--- src/design/eis_pkg.sv ---
// ----------------------------------------------------------------------------
// eis_pkg
// Shared types and constants for the exclusion index selector: row geometry,
// result status codes, sequencer states and the scan control word.
// ----------------------------------------------------------------------------
`default_nettype none

package eis_pkg;

    // Row geometry.
    localparam int MAX_POSITIONS = 64;
    localparam int POS_W         = $clog2(MAX_POSITIONS);
    localparam int CNT_W         = $clog2(MAX_POSITIONS + 1);

    // Field widths of the data words.
    localparam int HEIGHT_W = 8;
    localparam int LEVEL_W  = 7;
    localparam int IDX_W    = 6;
    localparam int STAT_W   = 2;
    localparam int PROFIT_W = CNT_W + 1;

    // Result status codes.
    typedef enum logic [STAT_W-1:0] {
        ST_FOUND    = 2'd0,
        ST_NONE     = 2'd1,
        ST_NEGATIVE = 2'd2,
        ST_BALANCED = 2'd3
    } t_status;

    // Sequencer states.
    typedef enum logic [1:0] {
        S_IDLE,
        S_SCAN,
        S_DRAIN
    } t_state;

    // Control word that travels alongside one memory read.
    typedef struct packed {
        logic               dv;       // read data is part of a scan
        logic               first;    // first position of a level (highest index)
        logic               lastpos;  // position 0, closes the level
        logic               final_lv; // level is the last one of the run
        logic [LEVEL_W-1:0] level;
        logic [POS_W-1:0]   idx;
    } t_scan_ctl;

endpackage

`default_nettype wire

--- src/design/eis_row_mem.sv ---
// ----------------------------------------------------------------------------
// eis_row_mem
// Row storage: one write port for loading positions and one registered read
// port for the backward scan. Each entry holds a height and a source flag.
// ----------------------------------------------------------------------------
`default_nettype none

module eis_row_mem
    import eis_pkg::*;
(
    input  wire logic                  i_clk,
    input  wire logic                  i_we,
    input  wire logic [POS_W-1:0]      i_waddr,
    input  wire logic [HEIGHT_W:0]     i_wdata,
    input  wire logic [POS_W-1:0]      i_raddr,
    output logic      [HEIGHT_W:0]     o_rdata
);

    logic [HEIGHT_W:0] mem [MAX_POSITIONS];
    logic [HEIGHT_W:0] r_rdata;

    // Write port.
    always_ff @(posedge i_clk) begin
        if (i_we) begin
            mem[i_waddr] <= i_wdata;
        end
    end

    // Registered read port.
    always_ff @(posedge i_clk) begin
        r_rdata <= mem[i_raddr];
    end

    assign o_rdata = r_rdata;

endmodule

`default_nettype wire

--- src/design/eis_profit_unit.sv ---
// ----------------------------------------------------------------------------
// eis_profit_unit
// Shared profit counter and compare unit. It consumes one stored position per
// cycle during a scan, tracks the chosen index of the current level and drives
// the registered result word, including the status-only results.
// ----------------------------------------------------------------------------
`default_nettype none

module eis_profit_unit
    import eis_pkg::*;
(
    input  wire logic                       i_clk,
    input  wire logic                       i_rst_n,
    input  wire t_scan_ctl                  i_ctl,
    input  wire logic signed [HEIGHT_W-1:0] i_height,
    input  wire logic                       i_source,
    input  wire logic                       i_stat_req,
    input  wire t_status                    i_stat_code,
    output logic                            o_strobe,
    output logic [STAT_W-1:0]               o_status,
    output logic [LEVEL_W-1:0]              o_level,
    output logic [IDX_W-1:0]                o_excluded_index,
    output logic                            o_last_result
);

    logic signed [PROFIT_W-1:0] r_profit, n_profit;
    logic                       r_found, n_found;
    logic [POS_W-1:0]           r_chosen, n_chosen;

    logic                       r_strobe, n_strobe;
    t_status                    r_status, n_status;
    logic [LEVEL_W-1:0]         r_level, n_level;
    logic [IDX_W-1:0]           r_index, n_index;
    logic                       r_last, n_last;

    logic signed [PROFIT_W-1:0] profit_base;
    logic signed [PROFIT_W-1:0] profit_step;
    logic signed [HEIGHT_W-1:0] level_s;
    logic                       at_least;
    logic                       at_level;
    logic                       hit;

    // One scan step: compare the height with the level and move the counter.
    always_comb begin
        level_s     = $signed(HEIGHT_W'(i_ctl.level));
        at_least    = (i_height >= level_s);
        at_level    = (i_height == level_s);
        profit_base = i_ctl.first ? '0 : r_profit;
        profit_step = at_least ? (profit_base + PROFIT_W'(1))
                               : (profit_base - PROFIT_W'(1));
        hit         = at_level && i_source && (profit_step > 0);

        n_profit = r_profit;
        n_found  = r_found;
        n_chosen = r_chosen;
        if (i_ctl.dv) begin
            n_profit = hit ? '0 : profit_step;
            n_found  = (i_ctl.first ? 1'b0 : r_found) | hit;
            n_chosen = hit ? i_ctl.idx : (i_ctl.first ? '0 : r_chosen);
        end
    end

    // Result word: a level closes at position 0, or a status-only result.
    always_comb begin
        n_strobe = 1'b0;
        n_status = r_status;
        n_level  = r_level;
        n_index  = r_index;
        n_last   = r_last;
        if (i_ctl.dv && i_ctl.lastpos) begin
            n_strobe = 1'b1;
            n_status = n_found ? ST_FOUND : ST_NONE;
            n_level  = i_ctl.level;
            n_index  = n_found ? IDX_W'(n_chosen) : '0;
            n_last   = i_ctl.final_lv;
        end else if (i_stat_req) begin
            n_strobe = 1'b1;
            n_status = i_stat_code;
            n_level  = '0;
            n_index  = '0;
            n_last   = 1'b1;
        end
    end

    // Control registers.
    always_ff @(posedge i_clk) begin
        if (!i_rst_n) begin
            r_strobe <= 1'b0;
        end else begin
            r_strobe <= n_strobe;
        end
    end

    // Scan and result payload registers.
    always_ff @(posedge i_clk) begin
        r_profit <= n_profit;
        r_found  <= n_found;
        r_chosen <= n_chosen;
        r_status <= n_status;
        r_level  <= n_level;
        r_index  <= n_index;
        r_last   <= n_last;
    end

    assign o_strobe         = r_strobe;
    assign o_status         = r_status;
    assign o_level          = r_level;
    assign o_excluded_index = r_index;
    assign o_last_result    = r_last;

endmodule

`default_nettype wire

--- src/design/exclusion_index_selector.sv ---
// ----------------------------------------------------------------------------
// exclusion_index_selector
// Loads a row of positions and, for each level up to its imbalance (max 64),
// scans the row backward to choose the position to exclude at that level.
// ----------------------------------------------------------------------------
// Positions are taken one word per cycle while busy is low. The word flagged
// as the last of the row starts the run. A negative or zero imbalance gives a
// single status word in the next cycle, and the block stays ready. A positive
// imbalance L (limited to 64) keeps busy high while L levels are scanned and
// in the drain state: the single profit unit reads the n stored positions,
// one per cycle, from the row memory for each level. The result of a level is
// on the outputs for one cycle, marked by o_strobe, after the read of position
// 0 passes the read, control and result registers. The receiver cannot hold
// results off, and the block never holds them back. o_last_result marks the
// final word of a run. Beyond 64 positions, further words that are not last
// are dropped and the last word overwrites the final position.
// ----------------------------------------------------------------------------
`default_nettype none

module exclusion_index_selector
    import eis_pkg::*;
(
    input  wire logic                       i_clk,
    input  wire logic                       i_rst_n,
    input  wire logic                       start,
    output logic                            busy,
    input  wire logic signed [HEIGHT_W-1:0] i_height,
    input  wire logic                       i_is_source,
    input  wire logic                       i_last_item,
    output logic                            o_strobe,
    output logic [STAT_W-1:0]               o_status,
    output logic [LEVEL_W-1:0]              o_level,
    output logic [IDX_W-1:0]                o_excluded_index,
    output logic                            o_last_result
);

    t_state             r_state, n_state;
    logic [CNT_W-1:0]   r_count, n_count;
    logic [POS_W-1:0]   r_addr, n_addr;
    logic [POS_W-1:0]   r_top, n_top;
    logic [LEVEL_W-1:0] r_level, n_level;
    logic [LEVEL_W-1:0] r_levels, n_levels;
    t_scan_ctl          r_pipe, n_pipe;

    logic               accept;
    logic               room;
    logic               mem_we;
    logic [POS_W-1:0]   slot;
    logic [POS_W-1:0]   top_pos;
    logic               run_pos;
    logic               level_done;
    logic               run_done;
    logic               stat_req;
    t_status            stat_code;
    logic [HEIGHT_W:0]  rdata;

    // Input handshake and slot selection.
    always_comb begin
        accept  = start && !busy;
        room    = (r_count < CNT_W'(MAX_POSITIONS));
        slot    = room ? r_count[POS_W-1:0] : POS_W'(MAX_POSITIONS - 1);
        top_pos = slot;
        mem_we  = accept && (room || i_last_item);
        run_pos = accept && i_last_item && (i_height > 0);
    end

    // Status-only results for a row that does not need a scan.
    always_comb begin
        stat_req  = accept && i_last_item && (i_height <= 0);
        stat_code = (i_height < 0) ? ST_NEGATIVE : ST_BALANCED;
    end

    // Scan position bookkeeping.
    always_comb begin
        level_done = (r_addr == '0);
        run_done   = level_done && (r_level == r_levels);
    end

    // Next state.
    always_comb begin
        n_state = r_state;
        case (r_state)
            S_IDLE: begin
                if (run_pos) begin
                    n_state = S_SCAN;
                end
            end
            S_SCAN: begin
                if (run_done) begin
                    n_state = S_DRAIN;
                end
            end
            S_DRAIN: begin
                n_state = S_IDLE;
            end
            default: begin
                n_state = S_IDLE;
            end
        endcase
    end

    // State outputs.
    always_comb begin
        busy      = 1'b1;
        n_pipe    = '0;
        case (r_state)
            S_IDLE: begin
                busy = 1'b0;
            end
            S_SCAN: begin
                n_pipe.dv       = 1'b1;
                n_pipe.first    = (r_addr == r_top);
                n_pipe.lastpos  = level_done;
                n_pipe.final_lv = (r_level == r_levels);
                n_pipe.level    = r_level;
                n_pipe.idx      = r_addr;
            end
            S_DRAIN: begin
                busy = 1'b1;
            end
            default: begin
                busy = 1'b1;
            end
        endcase
    end

    // Row count, scan address and level counters.
    always_comb begin
        n_count  = r_count;
        n_addr   = r_addr;
        n_top    = r_top;
        n_level  = r_level;
        n_levels = r_levels;
        if (accept) begin
            if (i_last_item) begin
                n_count = '0;
            end else if (room) begin
                n_count = r_count + CNT_W'(1);
            end
        end
        if (run_pos) begin
            n_addr   = top_pos;
            n_top    = top_pos;
            n_level  = LEVEL_W'(1);
            n_levels = (i_height > HEIGHT_W'(MAX_POSITIONS))
                       ? LEVEL_W'(MAX_POSITIONS) : LEVEL_W'(i_height);
        end else if (r_state == S_SCAN) begin
            if (level_done) begin
                n_addr  = r_top;
                n_level = r_level + LEVEL_W'(1);
            end else begin
                n_addr = r_addr - POS_W'(1);
            end
        end
    end

    // Control registers.
    always_ff @(posedge i_clk) begin
        if (!i_rst_n) begin
            r_state <= S_IDLE;
            r_count <= '0;
            r_pipe  <= '0;
        end else begin
            r_state <= n_state;
            r_count <= n_count;
            r_pipe  <= n_pipe;
        end
    end

    // Scan registers.
    always_ff @(posedge i_clk) begin
        r_addr   <= n_addr;
        r_top    <= n_top;
        r_level  <= n_level;
        r_levels <= n_levels;
    end

    // Row storage.
    eis_row_mem u_mem (
        .i_clk   (i_clk),
        .i_we    (mem_we),
        .i_waddr (slot),
        .i_wdata ({i_is_source, i_height}),
        .i_raddr (r_addr),
        .o_rdata (rdata)
    );

    // Shared profit unit and result register.
    eis_profit_unit u_profit (
        .i_clk            (i_clk),
        .i_rst_n          (i_rst_n),
        .i_ctl            (r_pipe),
        .i_height         ($signed(rdata[HEIGHT_W-1:0])),
        .i_source         (rdata[HEIGHT_W]),
        .i_stat_req       (stat_req),
        .i_stat_code      (stat_code),
        .o_strobe         (o_strobe),
        .o_status         (o_status),
        .o_level          (o_level),
        .o_excluded_index (o_excluded_index),
        .o_last_result    (o_last_result)
    );

endmodule

`default_nettype wire

--- config.mk ---
export PLATFORM = sky130hd
export DESIGN_NAME = exclusion_index_selector
export DESIGN_NICKNAME = d
export VERILOG_FILES = /design/src/design/eis_pkg.sv /design/src/design/eis_row_mem.sv /design/src/design/eis_profit_unit.sv /design/src/design/exclusion_index_selector.sv
export SDC_FILE = /design/constraint.sdc
export NUM_CORES = 1
export LEC_CHECK = 0
export BUFFER_PORTS_ARGS = -buffer_cell sky130_fd_sc_hd__buf_4
export CAP_MARGIN = 10
export CORE_AREA = 2 2 175 348
export DETAILED_ROUTE_END_ITERATION = 16
export DIE_AREA = 0 0 177 350
export PLACE_DENSITY = 0.67
export RECOVER_POWER = 25
export SLEW_MARGIN = 30
export SYNTH_ARGS = -nofsm -noshare
export SYNTH_HDL_FRONTEND = slang
export SYNTH_SLANG_ARGS = --single-unit
--- constraint.sdc ---
create_clock -name i_clk -period 12.34 [get_ports i_clk]
set_clock_uncertainty 0.2 [all_clocks]
set_input_delay 1.851 -clock i_clk [delete_from_list [all_inputs] [get_ports i_clk]]
set_output_delay 1.851 -clock i_clk [all_outputs]
set_load 0.05 [all_outputs]
==> results.yml <==
power_and_ir_drop:
  p_int_uw: 3500
  seqPwrFrac_pct: 56.1
  powerDensity_nw_per_um2: 154
  clockPowerShare_pct: 36.4
  leakagePower_uw: 0.00903
  vdd_drop_max_v: 0.0000908
  p_total_uw: 4470
  switching_share_pct: 21.7
  p_switching_uw: 971
  p_comb_share_pct: 7.5
yosys:
  avgSynthCellArea_um2: 20.2
  yosysUniqueCellTypes: 48
  ys_seq_area_share_pct: 74.4
  synth-async-reset-ratio_pct: 0
  syn_nets: 1337
  ys_ff_latch: 669
  synth_edf_count: 620
  synthFlopType: "edfxtp_1"
  netlist_area_um2: 26400
  yosys_warnings: 0
  postSynthCellCount: 1305
global_route:
  grt_use_total_pct: 19.3
  grt_pass1_vias: 13100
  grt_pass1_wl_um: 86200
  overflow: 0
  antenna_found_initial: 0
  grt_max_degree: 148
worst_setup_path:
  cp.required_ps: 12450
  crit_start: "i_height[7]"
  cp-end-kind: "flop"
  crit_chain: "clkbuf_1 > a21oi_1 > nand3_1 > clkinv_1 > a2111oi_0 > a21oi_1"
  cpPeakStageDelay_ps: 2260
  reg2reg_from: "r_pipe[7]$_SDFF_PN0_"
  ff2ff_path_depth: 17
  start_kind: "input port"
  slowest_stage: "clkbuf_1"
  worstPathArrival_ps: 7030
  crit_type: "in -> reg"
  crit_fanout: 67
  path_common_cell: "a21oi_1"
clock_network:
  hold_buffers: 0
  cts_resized: 0
  cts_buffers: 51
  clk_latency_ps: 600
  post-cts-setup-buffers: 0
  clock-sinks: 669
  clockRootBuffer: "clkbuf_16"
  clock_path_buffers: 3
  cts_tree: "built"
  htree_num_levels: 2
  clk_pin_slew_ps: 70
sta:
  tns_ps: 0
  slew_violations: 267
  rsz0062_at_grt: "no"
  min_period_ps: 6920
  worst_slew_pin_slew_ps: 3380
  hold_viol: 0
  fmax_mhz: 145
  setup_viol: 0
  whs_ps: 302
  slew_headroom_pct: -125
  post-route-period-util_pct: 56.1
outcome:
  outcome: "finished with violations"
  failed_checks: "capacitance limit, slew limit"
placed_design:
  gp_routability_congestion: 0.875
  dp_cells: 2052
  io_buffers: 30
  place_area_um2: 27400
  dp_hpwl_um: 38800
cells_and_area:
  area_growth_pct: 10.2
  final_area_um2: 29000
  stdcell_count: 2143
  layout.nets: 1369
  layout-drive-gt1-share_pct: 22.9
  layout_common_cells: "edfxtp_1, mux4_2, nor2_1, clkbuf_16, dfxtp_1"
  final_common_cell: "edfxtp_1"
  antenna_cells: 0
route:
  via_per_inst: 5.74
  wire_per_inst_um: 27.0
  final_antenna_net_count: 0
  drtIter0Drc: 1004
  vias: 12300
  drc: 0
  detail_route.wirelength_um: 58000
  drt_pass1_iterations: 5
min_path:
  hold_class: "reg -> reg"
  worstHoldStart: "r_pipe[13]$_SDFF_PN0_"
  whs_path_depth: 1
floorplanning:
  die_h_um: 350
  rows: 126
  start_util_pct: 44.6
  die_w_um: 177
  dieArea_um2: 62000
  core_area_um2: 59100
  ioPinCount: 31
run:
  drv_cap: 4
per-layer routing:
metal  part of all wire [%]  vias up  GRT usage [%]
met4                    5.8        0           10.5
met2                     57      368           37.1
met3                    4.2      118           2.46
met5                      0        -              0
met1                     33     6464           19.8
li1                       -     5345              -
cell type report:
cell class | count | area, um^2
Clock buffer | 56 | 1340
Clock inverter | 35 | 290
Fill cell | 4683 | 30100
Inverter | 27 | 101
Multi-Input combinational cell | 545 | 6430
Sequential cell | 669 | 19600
Tap cell | 768 | 961
Timing Repair Buffer | 43 | 313
cell families (layout without fill, tap and decap cells):
family | after synthesis | count (layout) | share of synthesized area [%]
buffers and inverters | 91 | 161 | 1.43
xor gates and xnor gates | 29 | 29 | 0.964
muxes | 190 | 190 | 16.2
DFF | 669 | 669 | 74.4
and+or+nand+nor | 254 | 254 | 4.79
adders and majority gates | 19 | 19 | 0.931
AOI/OAI and AO/OA | 53 | 53 | 1.33
path summary, 6_finish.rpt:
check	slack, ps	to
setup / recovery	5420	r_addr[5]$_DFFE_PP_
hold / removal	300	u_profit.o_last_result$_SDFFCE_PN1P_
setup reg to reg	7590	u_profit.o_excluded_index[5]$_SDFFCE_PN0P_
hold reg to reg	300	u_profit.o_last_result$_SDFFCE_PN1P_
flip-flops by register name, indices dropped and copies added, names as in the netlist, named ones only:
name / cells
u_mem.mem: 576
r_pipe: 17
u_mem.o_rdata: 9
u_profit.r_profit: 8
r_count: 7
r_level: 7
r_levels: 7
u_profit.o_level: 7
r_addr: 6
r_top: 6
u_profit.o_excluded_index: 6
u_profit.r_chosen: 6
r_state: 2
u_profit.o_status: 2
u_profit.o_last_result: 1
u_profit.o_strobe: 1
Yosys cell counts (2+ instances only):
library cell    n  area [um^2]
o31a_1          6         52.6
a211oi_1        3         22.5
nor3_1         11         55.1
nor3b_1         7         52.6
and3_1         12         75.1
nand2b_1        8         50.1
dfxtp_1        49          981
nand3b_1        5         37.5
clkbuf_1       41          154
edfxtp_1      620        18600
a31oi_1         3         18.8
ha_1           18          225
nand2_1        21         78.8
and2_1         23          144
buf_6           2         22.5
buf_2          14         70.1
o21ai_0         8         40.0
a21oi_1        18         90.1
buf_1           6         22.5
or2_2           2         12.5
mux4_2        189         4260
o21ai_1         2         10.0
nand3_1        12         60.1
nor2_1        109          409
inv_1          27          101
or3_1           8         50.1
nor4_1          6         37.5
xnor2_1        16          140
nand4_1        13         81.3
nor2b_1        13         81.3
o211ai_1        4         30.0
xor2_1         13          114
through the flow:
step	setup slack (ps)	utilization (%)
floorplan	8290	-
global placement	7140	46.3
detailed placement	7110	46.4
CTS	7570	49.2
global route	4990	49.1
finish	5420	49.1
power groups by stage:
stage,Combinational (uW),Clock (uW),Sequential [uW]
global placement,334,0,2550
finish,337,1630,2510
detailed placement,341,0,2560
CTS,342,1660,2500
floorplan,214,0,2550
global route,359,1730,2510
worst max-delay path, delay by kind of cell:
kind	cells	cell delay (ps)
buffers and inverters	2	3100
AOI/OAI and AO/OA	3	1310
and+or+nand+nor	1	640
Power figures use the tool's default switching activity.
